<file path="src/hw/rtl/wdst_pkg.sv">
// shared types and constants of the watchdog with output self-test
// no dependencies
package wdst_pkg;

  localparam int OPCODE_W = 2;
  localparam int FLAGS_W  = 7;
  localparam int CFG_IDX_W  = 3;
  localparam int CFG_DATA_W = 32;
  localparam int CNT_W    = 16;
  localparam int STABLE_W = 8;
  localparam int REPEAT_W = 32;

  typedef enum logic [OPCODE_W-1:0] {
    OP_TICK    = 2'd0,
    OP_KICK    = 2'd1,
    OP_REQUEST = 2'd2
  } opcode_t;

  typedef enum logic [1:0] {
    WD_INIT  = 2'd0,
    WD_OK    = 2'd1,
    WD_ERROR = 2'd2
  } wd_state_t;

  typedef enum logic [2:0] {
    TS_INITIAL    = 3'd0,
    TS_EXPECT_ON  = 3'd1,
    TS_EXPECT_OFF = 3'd2,
    TS_PASSED     = 3'd3,
    TS_FAILED     = 3'd4
  } test_state_t;

  typedef enum logic [1:0] {
    POLL_WAIT    = 2'd0,
    POLL_TIMEOUT = 2'd1,
    POLL_OK      = 2'd2
  } poll_res_t;

  typedef enum logic [CFG_IDX_W-1:0] {
    CFG_TRIGGER_TICKS = 3'd0,
    CFG_LOCK_TICKS    = 3'd1,
    CFG_TIMEOUT_TICKS = 3'd2,
    CFG_REPEAT_TICKS  = 3'd3,
    CFG_STABLE_TICKS  = 3'd4
  } cfg_reg_t;

  // error flag bit positions
  localparam int FLG_INITIAL = 0;
  localparam int FLG_ON      = 1;
  localparam int FLG_OFF     = 2;
  localparam int FLG_MISSED  = 3;
  localparam int FLG_CLEARED = 4;
  localparam int FLG_NOTTRIG = 5;
  localparam int FLG_STOPPED = 6;

  // register reset values (10 ms tick)
  localparam logic [CNT_W-1:0]    TRIGGER_TICKS_RST = 16'd6000;
  localparam logic [CNT_W-1:0]    LOCK_TICKS_RST    = 16'd3000;
  localparam logic [CNT_W-1:0]    TIMEOUT_TICKS_RST = 16'd10000;
  localparam logic [REPEAT_W-1:0] REPEAT_TICKS_RST  = 32'd360000000;
  localparam logic [STABLE_W-1:0] STABLE_TICKS_RST  = 8'd5;

endpackage

</file>
<file path="src/hw/rtl/wdst_in_if.sv">
// input channel of the watchdog: valid/ready plus command fields
// depends on wdst_pkg for field widths
interface wdst_in_if;
  logic                          valid;
  logic                          ready;
  logic [wdst_pkg::OPCODE_W-1:0] opcode;
  logic                          readback;
  logic                          kick_nonzero;

  modport source (output valid, output opcode, output readback, output kick_nonzero,
                  input ready);
  modport sink   (input valid, input opcode, input readback, input kick_nonzero,
                  output ready);
endinterface

</file>
<file path="src/hw/rtl/wdst_out_if.sv">
// result channel of the watchdog: valid/ready plus status fields
// depends on wdst_pkg for field widths
interface wdst_out_if;
  logic                         valid;
  logic                         ready;
  logic                         relay_on;
  logic                         running;
  logic [1:0]                   wd_mode;
  logic                         reset_locked;
  logic [wdst_pkg::FLAGS_W-1:0] error_flags;
  logic                         test_passed;
  logic                         request_accepted;

  modport source (output valid, output relay_on, output running, output wd_mode,
                  output reset_locked, output error_flags, output test_passed,
                  output request_accepted, input ready);
  modport sink   (input valid, input relay_on, input running, input wd_mode,
                  input reset_locked, input error_flags, input test_passed,
                  input request_accepted, output ready);
endinterface

</file>
<file path="src/hw/rtl/watchdog_with_output_selftest.sv">
// watchdog with relay drive and relay self-test; a beat goes from the input register to the result register
// throughput one beat per cycle while out_ch.ready does not stall the result stage: input register,
// combinational state update (counters and self-test fsm), result register
// rst_n is synchronous, active low: clears the valid bits of both stages, state and error flags,
// and loads the configuration registers with their defaults
module watchdog_with_output_selftest (
  input  logic                              clk,
  input  logic                              rst_n,
  wdst_in_if.sink                           in_ch,
  wdst_out_if.source                        out_ch,
  input  logic                              cfg_we,
  input  logic [wdst_pkg::CFG_IDX_W-1:0]    cfg_index,
  input  logic [wdst_pkg::CFG_DATA_W-1:0]   cfg_data
);
  import wdst_pkg::*;

  // configuration registers
  logic [CNT_W-1:0]    trigger_ticks_r, lock_ticks_r, timeout_ticks_r;
  logic [REPEAT_W-1:0] repeat_ticks_r;
  logic [STABLE_W-1:0] stable_ticks_r;

  // input stage
  logic                in_valid_r;
  logic [OPCODE_W-1:0] in_opcode_r;
  logic                in_readback_r;
  logic                in_kick_r;

  // watchdog and self-test state
  logic [CNT_W-1:0]    wd_count_r, wd_count_nxt;
  wd_state_t           wd_state_r, wd_state_nxt;
  logic [CNT_W-1:0]    lock_count_r, lock_count_nxt;
  test_state_t         test_state_r, test_state_nxt;
  logic                test_pending_r, test_pending_nxt;
  logic [STABLE_W-1:0] stable_count_r, stable_count_nxt;
  logic [CNT_W-1:0]    timeout_count_r, timeout_count_nxt;
  logic [REPEAT_W-1:0] repeat_rem_r, repeat_rem_nxt;
  logic [FLAGS_W-1:0]  flags_r, flags_nxt;

  // result stage
  logic               out_valid_r;
  logic               relay_r, running_r, locked_r, passed_r, accepted_r;
  logic [1:0]         mode_r;
  logic [FLAGS_W-1:0] out_flags_r;

  logic advance;
  logic relay_nxt, passed_nxt, accepted_nxt;

  // readback poll of the current test step
  logic [STABLE_W-1:0] stable_min1, sc0, poll_sc;
  logic [CNT_W-1:0]    timeout_min1, tc0, tc_dec, poll_tc;
  logic                poll_expect;
  poll_res_t           poll_res;

  // move the held beat to the result stage when that is free or being drained
  assign advance      = in_valid_r && (!out_valid_r || out_ch.ready);
  assign in_ch.ready  = !in_valid_r || advance;

  assign out_ch.valid            = out_valid_r;
  assign out_ch.relay_on         = relay_r;
  assign out_ch.running          = running_r;
  assign out_ch.wd_mode          = mode_r;
  assign out_ch.reset_locked     = locked_r;
  assign out_ch.error_flags      = out_flags_r;
  assign out_ch.test_passed      = passed_r;
  assign out_ch.request_accepted = accepted_r;

  // configuration writes
  always_ff @(posedge clk) begin
    if (!rst_n) begin
      trigger_ticks_r <= TRIGGER_TICKS_RST;
      lock_ticks_r    <= LOCK_TICKS_RST;
      timeout_ticks_r <= TIMEOUT_TICKS_RST;
      repeat_ticks_r  <= REPEAT_TICKS_RST;
      stable_ticks_r  <= STABLE_TICKS_RST;
    end else if (cfg_we) begin
      case (cfg_index)
        CFG_TRIGGER_TICKS: trigger_ticks_r <= cfg_data[CNT_W-1:0];
        CFG_LOCK_TICKS:    lock_ticks_r    <= cfg_data[CNT_W-1:0];
        CFG_TIMEOUT_TICKS: timeout_ticks_r <= cfg_data[CNT_W-1:0];
        CFG_REPEAT_TICKS:  repeat_ticks_r  <= cfg_data[REPEAT_W-1:0];
        CFG_STABLE_TICKS:  stable_ticks_r  <= cfg_data[STABLE_W-1:0];
        default: ;
      endcase
    end
  end

  // poll: a zero stable count means the step starts fresh and reloads both counters
  always_comb begin
    stable_min1  = (stable_ticks_r == '0) ? STABLE_W'(1) : stable_ticks_r;
    timeout_min1 = (timeout_ticks_r == '0) ? CNT_W'(1) : timeout_ticks_r;
    sc0          = (stable_count_r == '0) ? stable_min1 : stable_count_r;
    tc0          = (stable_count_r == '0) ? timeout_min1 : timeout_count_r;
    tc_dec       = (tc0 != '0) ? tc0 - CNT_W'(1) : tc0;
    poll_expect  = (test_state_r == TS_EXPECT_ON);
    if (poll_expect == in_readback_r) begin
      // matching level: count toward a stable pass
      poll_sc  = sc0 - STABLE_W'(1);
      poll_tc  = tc0;
      poll_res = (sc0 == STABLE_W'(1)) ? POLL_OK : POLL_WAIT;
    end else if (tc_dec == '0) begin
      // mismatch used up the timeout
      poll_sc  = '0;
      poll_tc  = tc_dec;
      poll_res = POLL_TIMEOUT;
    end else begin
      // mismatch restarts the stable window
      poll_sc  = stable_min1;
      poll_tc  = tc_dec;
      poll_res = POLL_WAIT;
    end
  end

  // state update for the beat in the input stage
  always_comb begin
    logic approval;
    logic kill;
    wd_count_nxt      = wd_count_r;
    wd_state_nxt      = wd_state_r;
    lock_count_nxt    = lock_count_r;
    test_state_nxt    = test_state_r;
    test_pending_nxt  = test_pending_r;
    stable_count_nxt  = stable_count_r;
    timeout_count_nxt = timeout_count_r;
    repeat_rem_nxt    = repeat_rem_r;
    flags_nxt         = flags_r;
    relay_nxt         = 1'b0;
    passed_nxt        = 1'b0;
    accepted_nxt      = 1'b0;
    approval          = 1'b0;
    kill              = 1'b0;

    case (in_opcode_r)
      OP_TICK: begin
        // self-test steps only while the watchdog runs
        if (wd_count_r != '0) begin
          case (test_state_r)
            TS_INITIAL, TS_EXPECT_OFF: begin
              stable_count_nxt  = poll_sc;
              timeout_count_nxt = poll_tc;
              if (poll_res == POLL_TIMEOUT) begin
                if (test_state_r == TS_INITIAL) flags_nxt[FLG_INITIAL] = 1'b1;
                else flags_nxt[FLG_OFF] = 1'b1;
                test_state_nxt = TS_FAILED;
              end else if (poll_res == POLL_OK) begin
                approval       = 1'b1;
                repeat_rem_nxt = repeat_ticks_r;
                test_state_nxt = TS_PASSED;
                passed_nxt     = 1'b1;
              end
            end
            TS_EXPECT_ON: begin
              approval          = 1'b1;
              stable_count_nxt  = poll_sc;
              timeout_count_nxt = poll_tc;
              if (poll_res == POLL_TIMEOUT) begin
                flags_nxt[FLG_ON] = 1'b1;
                test_state_nxt    = TS_FAILED;
              end else if (poll_res == POLL_OK) begin
                test_state_nxt = TS_EXPECT_OFF;
              end
            end
            TS_PASSED: begin
              approval = 1'b1;
              if (test_pending_r) begin
                test_pending_nxt = 1'b0;
                test_state_nxt   = TS_EXPECT_ON;
              end else if (repeat_rem_r != '0) begin
                repeat_rem_nxt = repeat_rem_r - REPEAT_W'(1);
              end else begin
                flags_nxt[FLG_MISSED] = 1'b1;
                test_state_nxt        = TS_FAILED;
              end
            end
            default: kill = 1'b1; // failed test holds the error state
          endcase
        end
        // watchdog countdown
        if (kill) begin
          wd_count_nxt = '0;
          wd_state_nxt = WD_ERROR;
        end else if (wd_count_r != '0) begin
          wd_count_nxt = wd_count_r - CNT_W'(1);
          if (wd_count_r == CNT_W'(1)) begin
            flags_nxt[FLG_NOTTRIG] = 1'b1;
            wd_state_nxt           = WD_ERROR;
          end
        end else if (wd_state_r == WD_OK) begin
          flags_nxt[FLG_STOPPED] = 1'b1;
          wd_state_nxt           = WD_ERROR;
        end
        // lock counter falls once on every tick that ends in error, until it reaches zero
        if (wd_state_nxt == WD_ERROR && lock_count_r != '0)
          lock_count_nxt = lock_count_r - CNT_W'(1);
        relay_nxt = approval && (wd_count_nxt != '0);
      end
      OP_KICK: begin
        if (wd_state_r != WD_ERROR) begin
          if (in_kick_r) begin
            wd_count_nxt   = trigger_ticks_r;
            lock_count_nxt = lock_ticks_r;
            wd_state_nxt   = WD_OK;
          end else if (wd_state_r != WD_INIT) begin
            // clear command forces error
            wd_count_nxt           = '0;
            wd_state_nxt           = WD_ERROR;
            flags_nxt[FLG_CLEARED] = 1'b1;
            if (lock_count_r != '0) lock_count_nxt = lock_count_r - CNT_W'(1);
          end
        end
      end
      OP_REQUEST: begin
        if (test_state_r == TS_PASSED) begin
          test_pending_nxt = 1'b1;
          accepted_nxt     = 1'b1;
        end
      end
      default: ; // unused opcode leaves state alone
    endcase
  end

  // input stage and state registers
  always_ff @(posedge clk) begin
    if (!rst_n) begin
      in_valid_r      <= 1'b0;
      wd_count_r      <= '0;
      wd_state_r      <= WD_INIT;
      lock_count_r    <= '0;
      test_state_r    <= TS_INITIAL;
      test_pending_r  <= 1'b0;
      stable_count_r  <= '0;
      timeout_count_r <= '0;
      repeat_rem_r    <= '0;
      flags_r         <= '0;
    end else begin
      if (in_ch.ready) in_valid_r <= in_ch.valid;
      if (advance) begin
        wd_count_r      <= wd_count_nxt;
        wd_state_r      <= wd_state_nxt;
        lock_count_r    <= lock_count_nxt;
        test_state_r    <= test_state_nxt;
        test_pending_r  <= test_pending_nxt;
        stable_count_r  <= stable_count_nxt;
        timeout_count_r <= timeout_count_nxt;
        repeat_rem_r    <= repeat_rem_nxt;
        flags_r         <= flags_nxt;
      end
    end
  end

  // input payload, no reset
  always_ff @(posedge clk) begin
    if (in_ch.ready && in_ch.valid) begin
      in_opcode_r   <= in_ch.opcode;
      in_readback_r <= in_ch.readback;
      in_kick_r     <= in_ch.kick_nonzero;
    end
  end

  // result stage
  always_ff @(posedge clk) begin
    if (!rst_n) begin
      out_valid_r <= 1'b0;
    end else if (advance) begin
      out_valid_r <= 1'b1;
    end else if (out_ch.ready) begin
      out_valid_r <= 1'b0;
    end
  end

  always_ff @(posedge clk) begin
    if (advance) begin
      relay_r     <= relay_nxt;
      running_r   <= (wd_count_nxt != '0);
      mode_r      <= wd_state_nxt;
      locked_r    <= (lock_count_nxt != '0);
      out_flags_r <= flags_nxt;
      passed_r    <= passed_nxt;
      accepted_r  <= accepted_nxt;
    end
  end

endmodule

</file>
<file path="src/flat_wrapper.sv">
// flat-port wrapper written by rule: the top's interface ports become plain ports
module watchdog_with_output_selftest_flat import wdst_pkg::*;
  (clk, rst_n, cfg_we, cfg_index, cfg_data, in_ch_valid, in_ch_opcode, in_ch_readback, in_ch_kick_nonzero, in_ch_ready, out_ch_valid, out_ch_relay_on, out_ch_running, out_ch_wd_mode, out_ch_reset_locked, out_ch_error_flags, out_ch_test_passed, out_ch_request_accepted, out_ch_ready);
  wdst_in_if in_ch_i ();
  wdst_out_if out_ch_i ();
  input  logic clk;
  input  logic rst_n;
  input  logic cfg_we;
  input  logic [wdst_pkg::CFG_IDX_W-1:0] cfg_index;
  input  logic [wdst_pkg::CFG_DATA_W-1:0] cfg_data;
  input wire logic [$bits(in_ch_i.valid)-1:0] in_ch_valid;
  input wire logic [$bits(in_ch_i.opcode)-1:0] in_ch_opcode;
  input wire logic [$bits(in_ch_i.readback)-1:0] in_ch_readback;
  input wire logic [$bits(in_ch_i.kick_nonzero)-1:0] in_ch_kick_nonzero;
  output wire logic [$bits(in_ch_i.ready)-1:0] in_ch_ready;
  output wire logic [$bits(out_ch_i.valid)-1:0] out_ch_valid;
  output wire logic [$bits(out_ch_i.relay_on)-1:0] out_ch_relay_on;
  output wire logic [$bits(out_ch_i.running)-1:0] out_ch_running;
  output wire logic [$bits(out_ch_i.wd_mode)-1:0] out_ch_wd_mode;
  output wire logic [$bits(out_ch_i.reset_locked)-1:0] out_ch_reset_locked;
  output wire logic [$bits(out_ch_i.error_flags)-1:0] out_ch_error_flags;
  output wire logic [$bits(out_ch_i.test_passed)-1:0] out_ch_test_passed;
  output wire logic [$bits(out_ch_i.request_accepted)-1:0] out_ch_request_accepted;
  input wire logic [$bits(out_ch_i.ready)-1:0] out_ch_ready;
  assign in_ch_i.valid = in_ch_valid;
  assign in_ch_i.opcode = in_ch_opcode;
  assign in_ch_i.readback = in_ch_readback;
  assign in_ch_i.kick_nonzero = in_ch_kick_nonzero;
  assign in_ch_ready = in_ch_i.ready;
  assign out_ch_valid = out_ch_i.valid;
  assign out_ch_relay_on = out_ch_i.relay_on;
  assign out_ch_running = out_ch_i.running;
  assign out_ch_wd_mode = out_ch_i.wd_mode;
  assign out_ch_reset_locked = out_ch_i.reset_locked;
  assign out_ch_error_flags = out_ch_i.error_flags;
  assign out_ch_test_passed = out_ch_i.test_passed;
  assign out_ch_request_accepted = out_ch_i.request_accepted;
  assign out_ch_i.ready = out_ch_ready;
  watchdog_with_output_selftest u_core (.clk(clk), .rst_n(rst_n), .in_ch(in_ch_i), .out_ch(out_ch_i), .cfg_we(cfg_we), .cfg_index(cfg_index), .cfg_data(cfg_data));
endmodule
</file>
<file path="config.mk">
export PLATFORM = sky130hd
export DESIGN_NAME = watchdog_with_output_selftest_flat
export DESIGN_NICKNAME = d
export VERILOG_FILES = /design/src/hw/rtl/wdst_pkg.sv /design/src/hw/rtl/wdst_in_if.sv /design/src/hw/rtl/wdst_out_if.sv /design/src/hw/rtl/watchdog_with_output_selftest.sv /design/src/flat_wrapper.sv
export SDC_FILE = /design/constraint.sdc
export NUM_CORES = 1
export LEC_CHECK = 0
export BUFFER_PORTS_ARGS = -buffer_cell sky130_fd_sc_hd__buf_2
export CORE_ASPECT_RATIO = 1.75
export CORE_MARGIN = 2
export CORE_UTILIZATION = 60
export DETAILED_ROUTE_END_ITERATION = 16
export PLACE_DENSITY = 0.78
export SYNTH_ARGS = -nofsm -noshare
export SYNTH_HDL_FRONTEND = slang
export SYNTH_SLANG_ARGS = --single-unit
</file>
<file path="constraint.sdc">
create_clock -name clk -period 7.4 [get_ports clk]
set_input_delay 2.22 -clock clk [delete_from_list [all_inputs] [get_ports clk]]
set_output_delay 2.22 -clock clk [all_outputs]
set_load 0.01 [all_outputs]
</file>
* After elaboration in Yosys (flattened, before gate mapping)
Cells that the tools add are included.
** Cells by class
- Equal/unequal tests :: 27
- Add/sub/neg operators :: 5
- Muxes and demuxes :: 83
- Reduce and logical (&&, ||, !) cells :: 41
** Operator list (count)
- 16-bit two-way mux :: 15
- 32-bit two-way mux :: 4
- 16-bit nonzero test :: 6
- 16-bit case mux with 2 select lines :: 2
- 32-bit case mux with 2 select lines :: 1
- 16-bit by 1-bit subtractor with 16-bit output, second input constant :: 3
- 1-bit two-way mux :: 33
- 16-bit logical NOT :: 2
- 8-bit two-way mux :: 4
- 32-bit nonzero test :: 1
- 32-bit by 1-bit subtractor with 32-bit output, second input constant :: 1
- 2-bit two-way mux :: 12
- 3-bit two-way mux :: 6
- 16-bit by 1-bit equality test with 1-bit output, second input constant :: 1
- 8-bit logical NOT :: 2
- 3-bit by 2-bit equality test with 1-bit output, second input constant :: 4
- 2-bit by 1-bit inequality test with 1-bit output, second input constant :: 5
- 2-bit AND reduction :: 5
- 3-bit case mux with 3 select lines :: 1
- 8-bit by 1-bit equality test with 1-bit output, second input constant :: 1
- 4-bit two-way mux :: 2
- 8-bit AND reduction :: 1
- 2-bit nonzero test :: 4
- 8-bit by 1-bit subtractor with 8-bit output, second input constant :: 1
- other kinds (24) :: 39
** Storage, ports and cells
- Output and inout port bits :: 16
- Bits in registers :: 209
- Input port bits :: 44
- Word-level logic and storage cells :: 182

* Logic depth before layout (Yosys ltp)
Gate-level depths: netlist of the first run.
- Word-level depth :: 15
- Gate-level depth with buffers :: 17
- Depth with buffers taken out :: 14

* Worst setup path before layout of the first run
Ideal clock, no wire load.
- Path type :: register to register
- Start point :: register u_core.stable_count_r[0]
- End point :: register u_core.stable_count_r[7]
- Data arrival time :: 4.684 ns
- Setup time :: 0.130 ns
- Slack :: 2.586 ns
- Buffers on the path :: 4
- Cell stages (with the launch flop) :: 18
- Cells stage by stage :: dfxtp_1 -> or4_1 -> nor2_2 -> clkbuf_1 -> clkbuf_1 -> mux2i_1 -> ha_1 -> nor3b_2 -> nand4bb_4 -> o32a_1 -> buf_2 -> nor3_1 -> o22ai_1 -> or4b_4 -> or2_1 -> buf_6 -> a31oi_1 -> a21oi_1
** On the way
- Cells in the longest elaborated chain, start to end :: 7
** Ends and longest elaborated chain
- start: declaration :: RTL line watchdog_with_output_selftest.sv:34 : logic [STABLE_W-1:0] stable_count_r, stable_count_nxt;
- start signal: assignment :: RTL line watchdog_with_output_selftest.sv:242 : stable_count_r <= stable_count_nxt;
- 8-bit logical NOT :: RTL line watchdog_with_output_selftest.sv:91, watchdog_with_output_selftest.sv:92
- 16-bit two-way mux :: RTL line watchdog_with_output_selftest.sv:92 : tc0 = (stable_count_r == '0) ? timeout_min1 : timeout_count_r;
- 16-bit by 1-bit subtractor with 16-bit output / 16-bit nonzero test (equally long branches) :: RTL line watchdog_with_output_selftest.sv:93 : tc_dec = (tc0 != '0) ? tc0 - CNT_W'(1) : tc0;
- 16-bit two-way mux :: RTL line watchdog_with_output_selftest.sv:93
- 16-bit logical NOT :: RTL line watchdog_with_output_selftest.sv:100 : end else if (tc_dec == '0) begin
- 8-bit two-way mux :: RTL line watchdog_with_output_selftest.sv:100
- 8-bit two-way mux * :: RTL line watchdog_with_output_selftest.sv:95 : if (poll_expect == in_readback_r) begin
Every way passes the cells marked *; elsewhere a longest branch is shown, timed or not.
A chain may end at the register's enable or synchronous reset.

* Worst setup path after layout of the first run
- Start point :: register u_core.stable_count_r[2]
- End point :: register u_core.test_state_r[2]
** On the way
- Cells in the longest elaborated chain, start to end :: 10
** Ends and longest elaborated chain
- 8-bit logical NOT :: RTL line watchdog_with_output_selftest.sv:91, watchdog_with_output_selftest.sv:92
- 16-bit two-way mux :: RTL line watchdog_with_output_selftest.sv:92
- 16-bit by 1-bit subtractor with 16-bit output / 16-bit nonzero test (equally long branches) :: RTL line watchdog_with_output_selftest.sv:93
- 16-bit two-way mux :: RTL line watchdog_with_output_selftest.sv:93
- 16-bit logical NOT :: RTL line watchdog_with_output_selftest.sv:100
- 1-bit two-way mux :: RTL line watchdog_with_output_selftest.sv:100
- 2-bit two-way mux * :: RTL line watchdog_with_output_selftest.sv:95
- 2-bit equality test / 2-bit by 1-bit equality test with 1-bit output (equally long branches)
- 3-bit inequality test (no line) (tied with other cells)
- 7-bit AND reduction (no line) / 3-bit case mux with 3 select lines (equally long branches)
- end signal: assignment :: RTL line watchdog_with_output_selftest.sv:240 : test_state_r <= test_state_nxt;
- end: declaration :: RTL line watchdog_with_output_selftest.sv:32 : test_state_t test_state_r, test_state_nxt;
Marks and branches as above.

==> impl_metrics.env, run 1 <==
export IMPL_synth_xor_area_frac=0.0142
export IMPL_grt_max_degree=75
export IMPL_dr_pass1_iters=6
export IMPL_synth_edff_count=18
export IMPL_area_growth_pct=7.24
export IMPL_detail_route_vias_per_cell=6.70
export IMPL_final_max_slew_violation_count=0
export IMPL_syn_num_nets=1677
export IMPL_intPower_mw=1.98
export IMPL_maxCapViolations=0
export IMPL_synth_area_per_cell_um2=7.59
export IMPL_period_share=0.681
export IMPL_synth_top_family_by_area="simple AND/OR/NAND/NOR gates"
export IMPL_dieArea_mm2=0.0217
export IMPL_startpoint_type="flip-flop"
export IMPL_rsz0062_at_grt="no"
export IMPL_cts_clk_slew_worst_paths_ns=0.06
export IMPL_antennaDiodeCount=0
export IMPL_hold_class="reg -> reg"
export IMPL_path_class="reg -> reg"
export IMPL_cp_end_kind="flip-flop"
export IMPL_cts_hold_buf=0
export IMPL_track_usage=0.336
export IMPL_slew_headroom=0.320
export IMPL_ys_seq_area_frac=0.354
export IMPL_dp_hpwl_um=26100
export IMPL_required_ns=7.84
export IMPL_grtUsageMet3=0.0410
export IMPL_initial_core_util=0.610
export IMPL_p_switching_mw=0.880
export IMPL_grt_pass1_vias=11464
export IMPL_cts_sinks=209
export IMPL_hold_ws_ns=0.454
export IMPL_drtAntennaViolNets=0
export IMPL_cts_repair_resized=0
export IMPL_grt_overflow_total=0
export IMPL_top_usage_layer="met2"
export IMPL_clk_latency_ns=0.52
export IMPL_die_h_um=194
export IMPL_synthAdderAreaFrac=0.00914
export IMPL_r2r_end="u_core.test_state_r[2]"
export IMPL_cts_tree="built"
export IMPL_use_met1=0.414
export IMPL_gp_congestion=0.971
export IMPL_swShare=0.308
export IMPL_die_w_um=112
export IMPL_outcome="completed"
export IMPL_layout_nets=1658
export IMPL_setup_viol=0
export IMPL_vdd_ir_drop_max_v=0.000203
export IMPL_syn_cell_area_mm2=0.0123
export IMPL_numPortBuffers=59
export IMPL_final_util=0.654
export IMPL_r2r_slack_ns=2.36
export IMPL_wl_um=37900
export IMPL_drt_iter0_drc=1199
export IMPL_crit_arrival_ns=5.47
export IMPL_r2r_start="u_core.stable_count_r[2]"
export IMPL_synth_simple_area_share=0.288
export IMPL_antenna_found_initial=0
export IMPL_core_mm2=0.0202
export IMPL_fin_skew_ns=0.0130
export IMPL_synthFlopType="dfxtp_1"
export IMPL_p_clk_frac=0.374
export IMPL_cpMaxStageDelayCell="or4_1"
export IMPL_cts_buffers_inserted=21
export IMPL_comb_power_share=0.198
export IMPL_via_count=12516
export IMPL_finalCriticalPeriod_ns=5.04
export IMPL_hold_violations=0
export IMPL_drc_errors=0
export IMPL_crit_path_max_incr_delay_ns=0.70
export IMPL_synth_compound_area_frac=0.262
export IMPL_ys_ff_latch=209
export IMPL_p_per_area_mw_per_mm2=217
export IMPL_avgRoutedWirePerCell_um=20.3
export IMPL_crit_path_end="u_core.test_state_r[2]"
export IMPL_share_seq_of_total_power=0.428
export IMPL_netlist_instances=1624
export IMPL_grt_use_met2=0.581
export IMPL_htree_levels=1
export IMPL_num_rows=69
export IMPL_grt_first_pass_wirelength_um=59900
export IMPL_post_cts_buffers=0
export IMPL_crit_start="u_core.stable_count_r[2]"
export IMPL_yosysWarningCount=0
export IMPL_fmax_ghz=0.199
export IMPL_synth_area_mux_share=0.0209
export IMPL_cp_cell_sequence="or4_1, o21ai_1, o311ai_4, inv_2, ha_1, or3b_2, nor4b_1, a21oi_1, nor3b_1, o22ai_1, or4b_4, or2_1, o31a_1, o22ai_2"
export IMPL_r2r_cells=14
export IMPL_cts_root_buf="clkbuf_16"
export IMPL_tns_ns=0
export IMPL_synthArstFlopShare=0
export IMPL_tightest_slew_ns=1.02
export IMPL_cts_buffer_depth=3
export IMPL_worstPathMaxFanout=11
export IMPL_layout_drive_gt1_share=0.106
export IMPL_leakagePower_nw=4.87
export IMPL_synth_distinct_cells=103
export IMPL_io_pins=60
[critical path, delay by kind of cell, from the launching register on]
family,cells,cell delay [ns]
AND/OR/NAND/NOR,6,2.97
AO/OA/AOI/OAI,6,1.18
flip-flops,1,0.38
adder cells (fa/ha/maj),1,0.27
buffers and inverters,1,0.15
[cells by family after synthesis]
kind of cell             count (synthesis)
AND/OR/NAND/NOR                        736
AO/OA/AOI/OAI                          480
flip-flops                             209
buffers and inverters                  145
multiplexers                            25
XOR/XNOR                                20
adder cells (fa/ha/maj)                  9
[sequential cells by signal, indices dropped and copies added, names as in the netlist, 16 cells and up]
| register | count |
|---|---|
| u_core.wd_count_r | 16 |
| u_core.repeat_ticks_r | 32 |
| u_core.lock_count_r | 16 |
| u_core.repeat_rem_r | 32 |
| u_core.lock_ticks_r | 16 |
| u_core.timeout_count_r | 16 |
| u_core.timeout_ticks_r | 16 |
| u_core.trigger_ticks_r | 16 |
[Yosys cell counts, drive strengths merged (16+ instances only)]
cell type    n  share of area
edfxtp      18          0.044
nand3       64          0.026
mux2i       19          0.015
a22oi       17          0.010
a211oi      36          0.022
nand2      292          0.090
or4         16          0.010
or3         25          0.014
nor2       175          0.054
dfxtp      191           0.31
inv         26         0.0079
buf         30          0.014
nor3        56          0.026
nand4       17         0.0086
nor4        27          0.019
o21ai       94          0.039
o211ai      18          0.011
a31oi       20          0.010
a21oi      151          0.062
clkbuf      88          0.029
[layer usage]
layer,vias up,share of wire
li1,5912,-
met2,572,0.50
met1,5912,0.39
met3,120,0.072
met5,-,0
met4,0,0.043
[power by group through the flow]
stage / Sequential, mW / Clock [mW] / Combinational, mW
after floorplan: 1.23 / 0 / 0.427
after global placement: 1.25 / 0 / 0.545
after detailed placement: 1.25 / 0 / 0.550
after CTS: 1.22 / 1.08 / 0.553
after global routing: 1.23 / 1.12 / 0.615
final: 1.22 / 1.07 / 0.565
[worst min path at each step]
stage                         startpoint                         to  slack, ns  cells after the start
5_1_grt         u_core.repeat_ticks_r[6]   u_core.repeat_ticks_r[6]       0.47                      2
3_3_place_gp   u_core.repeat_ticks_r[10]  u_core.repeat_ticks_r[10]       0.44                      2
4_1_cts         u_core.repeat_ticks_r[5]   u_core.repeat_ticks_r[5]       0.46                      2
2_1_floorplan  u_core.timeout_count_r[0]  u_core.timeout_count_r[0]       0.43                      2
3_5_place_dp    u_core.repeat_ticks_r[5]   u_core.repeat_ticks_r[5]       0.45                      2
6_report       u_core.repeat_ticks_r[14]  u_core.repeat_ticks_r[14]       0.45                      2
[final cells by class]
type | instances | area (µm²)
clock buffers | 27 | 558
clock inverters | 10 | 115
fillers | 1853 | 6990
inverters | 27 | 104
multi-input cells | 1270 | 7340
flip-flops and latches | 209 | 4360
well taps | 248 | 310
repair buffers | 76 | 423
[cells in the final DEF (no fill, tap or decap), types with 18 or more instances in the layout]
master,count
edfxtp_1,18
clkbuf_16,21
a31oi_1,20
nor4_1,22
dfxtp_1,191
inv_1,23
nor3_1,51
nor2_1,174
a211oi_1,36
a21oi_1,149
or3_1,20
o21ai_0,77
buf_2,59
nand3_1,63
mux2i_1,19
nand2_1,291
[through the flow]
stage	cells	power (mW)	cell area, µm²	worst slack (ns)
final	1867	2.86	13200	2.36
after detailed placement	1830	1.80	12500	2.43
after global placement	1830	1.79	12500	2.45
after global routing	1867	2.96	13200	2.11
after CTS	1867	2.86	13200	2.42
after floorplan	1624	1.65	12300	2.59
(Power assumes the default switching activity.)
==> run 2, diff against run 1 <==
--- a/config.mk
+++ b/config.mk
@@ -8,9 +8,9 @@
 export BUFFER_PORTS_ARGS = -buffer_cell sky130_fd_sc_hd__buf_2
 export CORE_ASPECT_RATIO = 1.75
 export CORE_MARGIN = 2
-export CORE_UTILIZATION = 60
+export CORE_UTILIZATION = 56
 export DETAILED_ROUTE_END_ITERATION = 16
-export PLACE_DENSITY = 0.78
+export PLACE_DENSITY = 0.77
 export SYNTH_ARGS = -nofsm -noshare
 export SYNTH_HDL_FRONTEND = slang
 export SYNTH_SLANG_ARGS = --single-unit
==> constraint.sdc (replaced) <==
create_clock -name clk -period 4.3 [get_ports clk]
set_input_delay 1.29 -clock clk [delete_from_list [all_inputs] [get_ports clk]]
set_output_delay 1.29 -clock clk [all_outputs]
set_load 0.01 [all_outputs]
==> run 2 against run 1 <==
  * Cell area is 3.7% higher
  * Cell count up 4.6%
  * Non-clock buffer count rose by 43
  * Via count increased by 1.9%
  * Die area increased by 6.9%
  * Sequential share of layout area shrank 1.2 points
  * Total power is 79% higher
  * Clock-buffer cell count stayed put
  * Global-route usage is 1.8 points higher
  * Critical path type unchanged
  * Highest routed layer unchanged
==> impl_metrics.env, run 2 (same netlist as run 1, synthesis figures left out) <==
export IMPL_r2r_cells=13
export IMPL_grt_max_degree=75
export IMPL_cts_sinks=209
export IMPL_crit_path_max_incr_delay_ns=0.59
export IMPL_cpMaxStageDelayCell="or4_4"
export IMPL_p_per_area_mw_per_mm2=374
export IMPL_drt_iter0_drc=1147
export IMPL_finalCriticalPeriod_ns=4.08
export IMPL_die_w_um=116
export IMPL_final_area_mm2=0.0137
export IMPL_num_rows=71
export IMPL_via_count=12759
export IMPL_tightest_slew_ns=1.17
export IMPL_leakagePower_nw=5.13
export IMPL_cts_buffer_depth=3
export IMPL_vdd_ir_drop_max_v=0.000455
export IMPL_track_usage=0.354
export IMPL_antenna_found_initial=0
export IMPL_cts_root_buf="clkbuf_16"
export IMPL_avgRoutedWirePerCell_um=21.1
export IMPL_intPower_mw=3.57
export IMPL_pre_cts_ws_ns=-0.0241
export IMPL_maxCapViolations=0
export IMPL_layout_nets=1701
export IMPL_final_common_cell="nand2_1"
export IMPL_cp_end_kind="flip-flop"
export IMPL_p_switching_mw=1.55
export IMPL_place_area_mm2=0.0130
export IMPL_cts_clk_slew_worst_paths_ns=0.06
export IMPL_p_clk_frac=0.384
export IMPL_comb_power_share=0.205
export IMPL_final_cell_mix="nand2_1, dfxtp_1, nor2_1"
export IMPL_r2r_end="u_core.test_state_r[2]"
export IMPL_numPortBuffers=59
export IMPL_hold_class="reg -> reg"
export IMPL_drc_errors=0
export IMPL_crit_start="u_core.stable_count_r[7]"
export IMPL_startpoint_type="flip-flop"
export IMPL_gp_congestion=1.01
export IMPL_initial_core_util=0.571
export IMPL_share_seq_of_total_power=0.410
export IMPL_setup_viol=0
export IMPL_cts_hold_buf=0
export IMPL_drtAntennaViolNets=0
export IMPL_dr_pass1_iters=8
export IMPL_antennaDiodeCount=0
export IMPL_clk_latency_ns=0.52
export IMPL_wl_um=41200
export IMPL_required_ns=4.74
export IMPL_outcome="completed"
export IMPL_fmax_ghz=0.245
export IMPL_setup_ws_ns=0.222
export IMPL_r2r_start="u_core.stable_count_r[7]"
export IMPL_worstPathMaxFanout=11
export IMPL_rsz0062_at_grt="no"
export IMPL_area_growth_pct=11.2
export IMPL_route_met2_wl_um=19900
export IMPL_cp_cell_sequence="or4_4, nor2_4, mux2i_1, ha_2, or3b_2, nor4b_4, a21oi_1, nor3b_1, o22ai_1, or4b_4, or2_4, o31a_1, o22ai_2"
export IMPL_highest_layer="met4"
export IMPL_tns_ns=0
export IMPL_largestRegisters="u_core.repeat_rem_r (32), u_core.repeat_ticks_r (32)"
export IMPL_core_mm2=0.0216
export IMPL_critPathBufInv=0
export IMPL_detail_route_vias_per_cell=6.53
export IMPL_cts_tree="built"
export IMPL_grt_overflow_total=0
export IMPL_final_max_slew_violation_count=0
export IMPL_grt_first_pass_wirelength_um=65200
export IMPL_die_h_um=200
export IMPL_r2r_slack_ns=0.22
export IMPL_dp_hpwl_um=28800
export IMPL_crit_arrival_ns=4.52
export IMPL_crit_path_end="u_core.test_state_r[2]"
export IMPL_swShare=0.302
export IMPL_cp_depth=13
export IMPL_slew_headroom=0.218
export IMPL_crit_family="simple AND/OR/NAND/NOR gates"
export IMPL_hold_violations=0
export IMPL_cts_buffers_inserted=21
export IMPL_period_share=0.948
export IMPL_layout_drive_gt1_share=0.134
export IMPL_io_pins=60
export IMPL_htree_levels=1
export IMPL_dieArea_mm2=0.0232
export IMPL_wl_met3_um=3210
export IMPL_routedLengthMet1_um=14900
export IMPL_grt_pass1_vias=12156
export IMPL_fin_skew_ns=0.0173
export IMPL_path_class="reg -> reg"
[run 2: changes by cell type in the layout (fill, tap and decap cells not counted), sizes merged]
cell / change
bufinv: +2
buf: +43
inv: -1
clkinv: -2
[run 2: tightest hold or removal path: cells and delay by family (launching register included)]
family / cells / cell delay (ns)
and+or+nand+nor: 1 / 0.05
AOI/OAI and AO/OA: 1 / 0.05
DFF: 1 / 0.31
[run 2: worst min path at each step]
stage                               from                        end  slack (ns)  depth (start not counted)
6_report       u_core.repeat_ticks_r[10]  u_core.repeat_ticks_r[10]        0.45                          2
5_1_grt        u_core.repeat_ticks_r[15]  u_core.repeat_ticks_r[15]        0.47                          2
2_1_floorplan  u_core.timeout_count_r[0]  u_core.timeout_count_r[0]        0.43                          2
3_5_place_dp   u_core.repeat_ticks_r[10]  u_core.repeat_ticks_r[10]        0.44                          2
3_3_place_gp   u_core.repeat_ticks_r[10]  u_core.repeat_ticks_r[10]        0.44                          2
4_1_cts        u_core.repeat_ticks_r[10]  u_core.repeat_ticks_r[10]        0.45                          2
[run 2: repair_timing]
| item | in CTS | in global routing |
|---|---|---|
| gates resized for setup | 1 | 2 |
| cloned | 0 | 0 |
| pin swaps | 0 | 1 |
| endpoints found under the setup margin | 1 | 12 |
| setup buffers | 0 | 1 |
| hold endpoints to repair | 0 | 0 |
[run 2: final cells by class]
class | count | area, µm²
repair buffers | 119 | 771
multi-input cells | 1270 | 7380
clock buffers | 27 | 568
inverters | 27 | 104
well taps | 292 | 365
fillers | 1943 | 7890
clock inverters | 9 | 150
flip-flops and latches | 209 | 4360
[run 2: routing by layer]
layer | vias up | track usage
met5 | - | 0
met4 | 0 | 0.224
met3 | 180 | 0.0611
met2 | 629 | 0.593
met1 | 5959 | 0.408
li1 | 5991 | -
[run 2: through the flow]
| step | power (mW) | cells | util | hold slack, ns |
|---|---|---|---|---|
| detailed placement | 3.16 | 1916 | 0.600 | 0.444 |
| global route | 5.32 | 1953 | 0.635 | 0.471 |
| finish | 5.12 | 1953 | 0.635 | 0.453 |
| global placement | 3.15 | 1916 | 0.600 | 0.438 |
| CTS | 5.10 | 1952 | 0.634 | 0.452 |
| floorplan | 2.86 | 1624 | - | 0.430 |
[run 2: power groups by stage]
stage | Clock [mW] | Sequential (mW) | Combinational [mW]
after global routing | 2.07 | 2.11 | 1.14
final | 1.97 | 2.10 | 1.05
after floorplan | 0 | 2.11 | 0.750
after CTS | 1.98 | 2.10 | 1.02
after global placement | 0 | 2.14 | 1.01
after detailed placement | 0 | 2.14 | 1.02
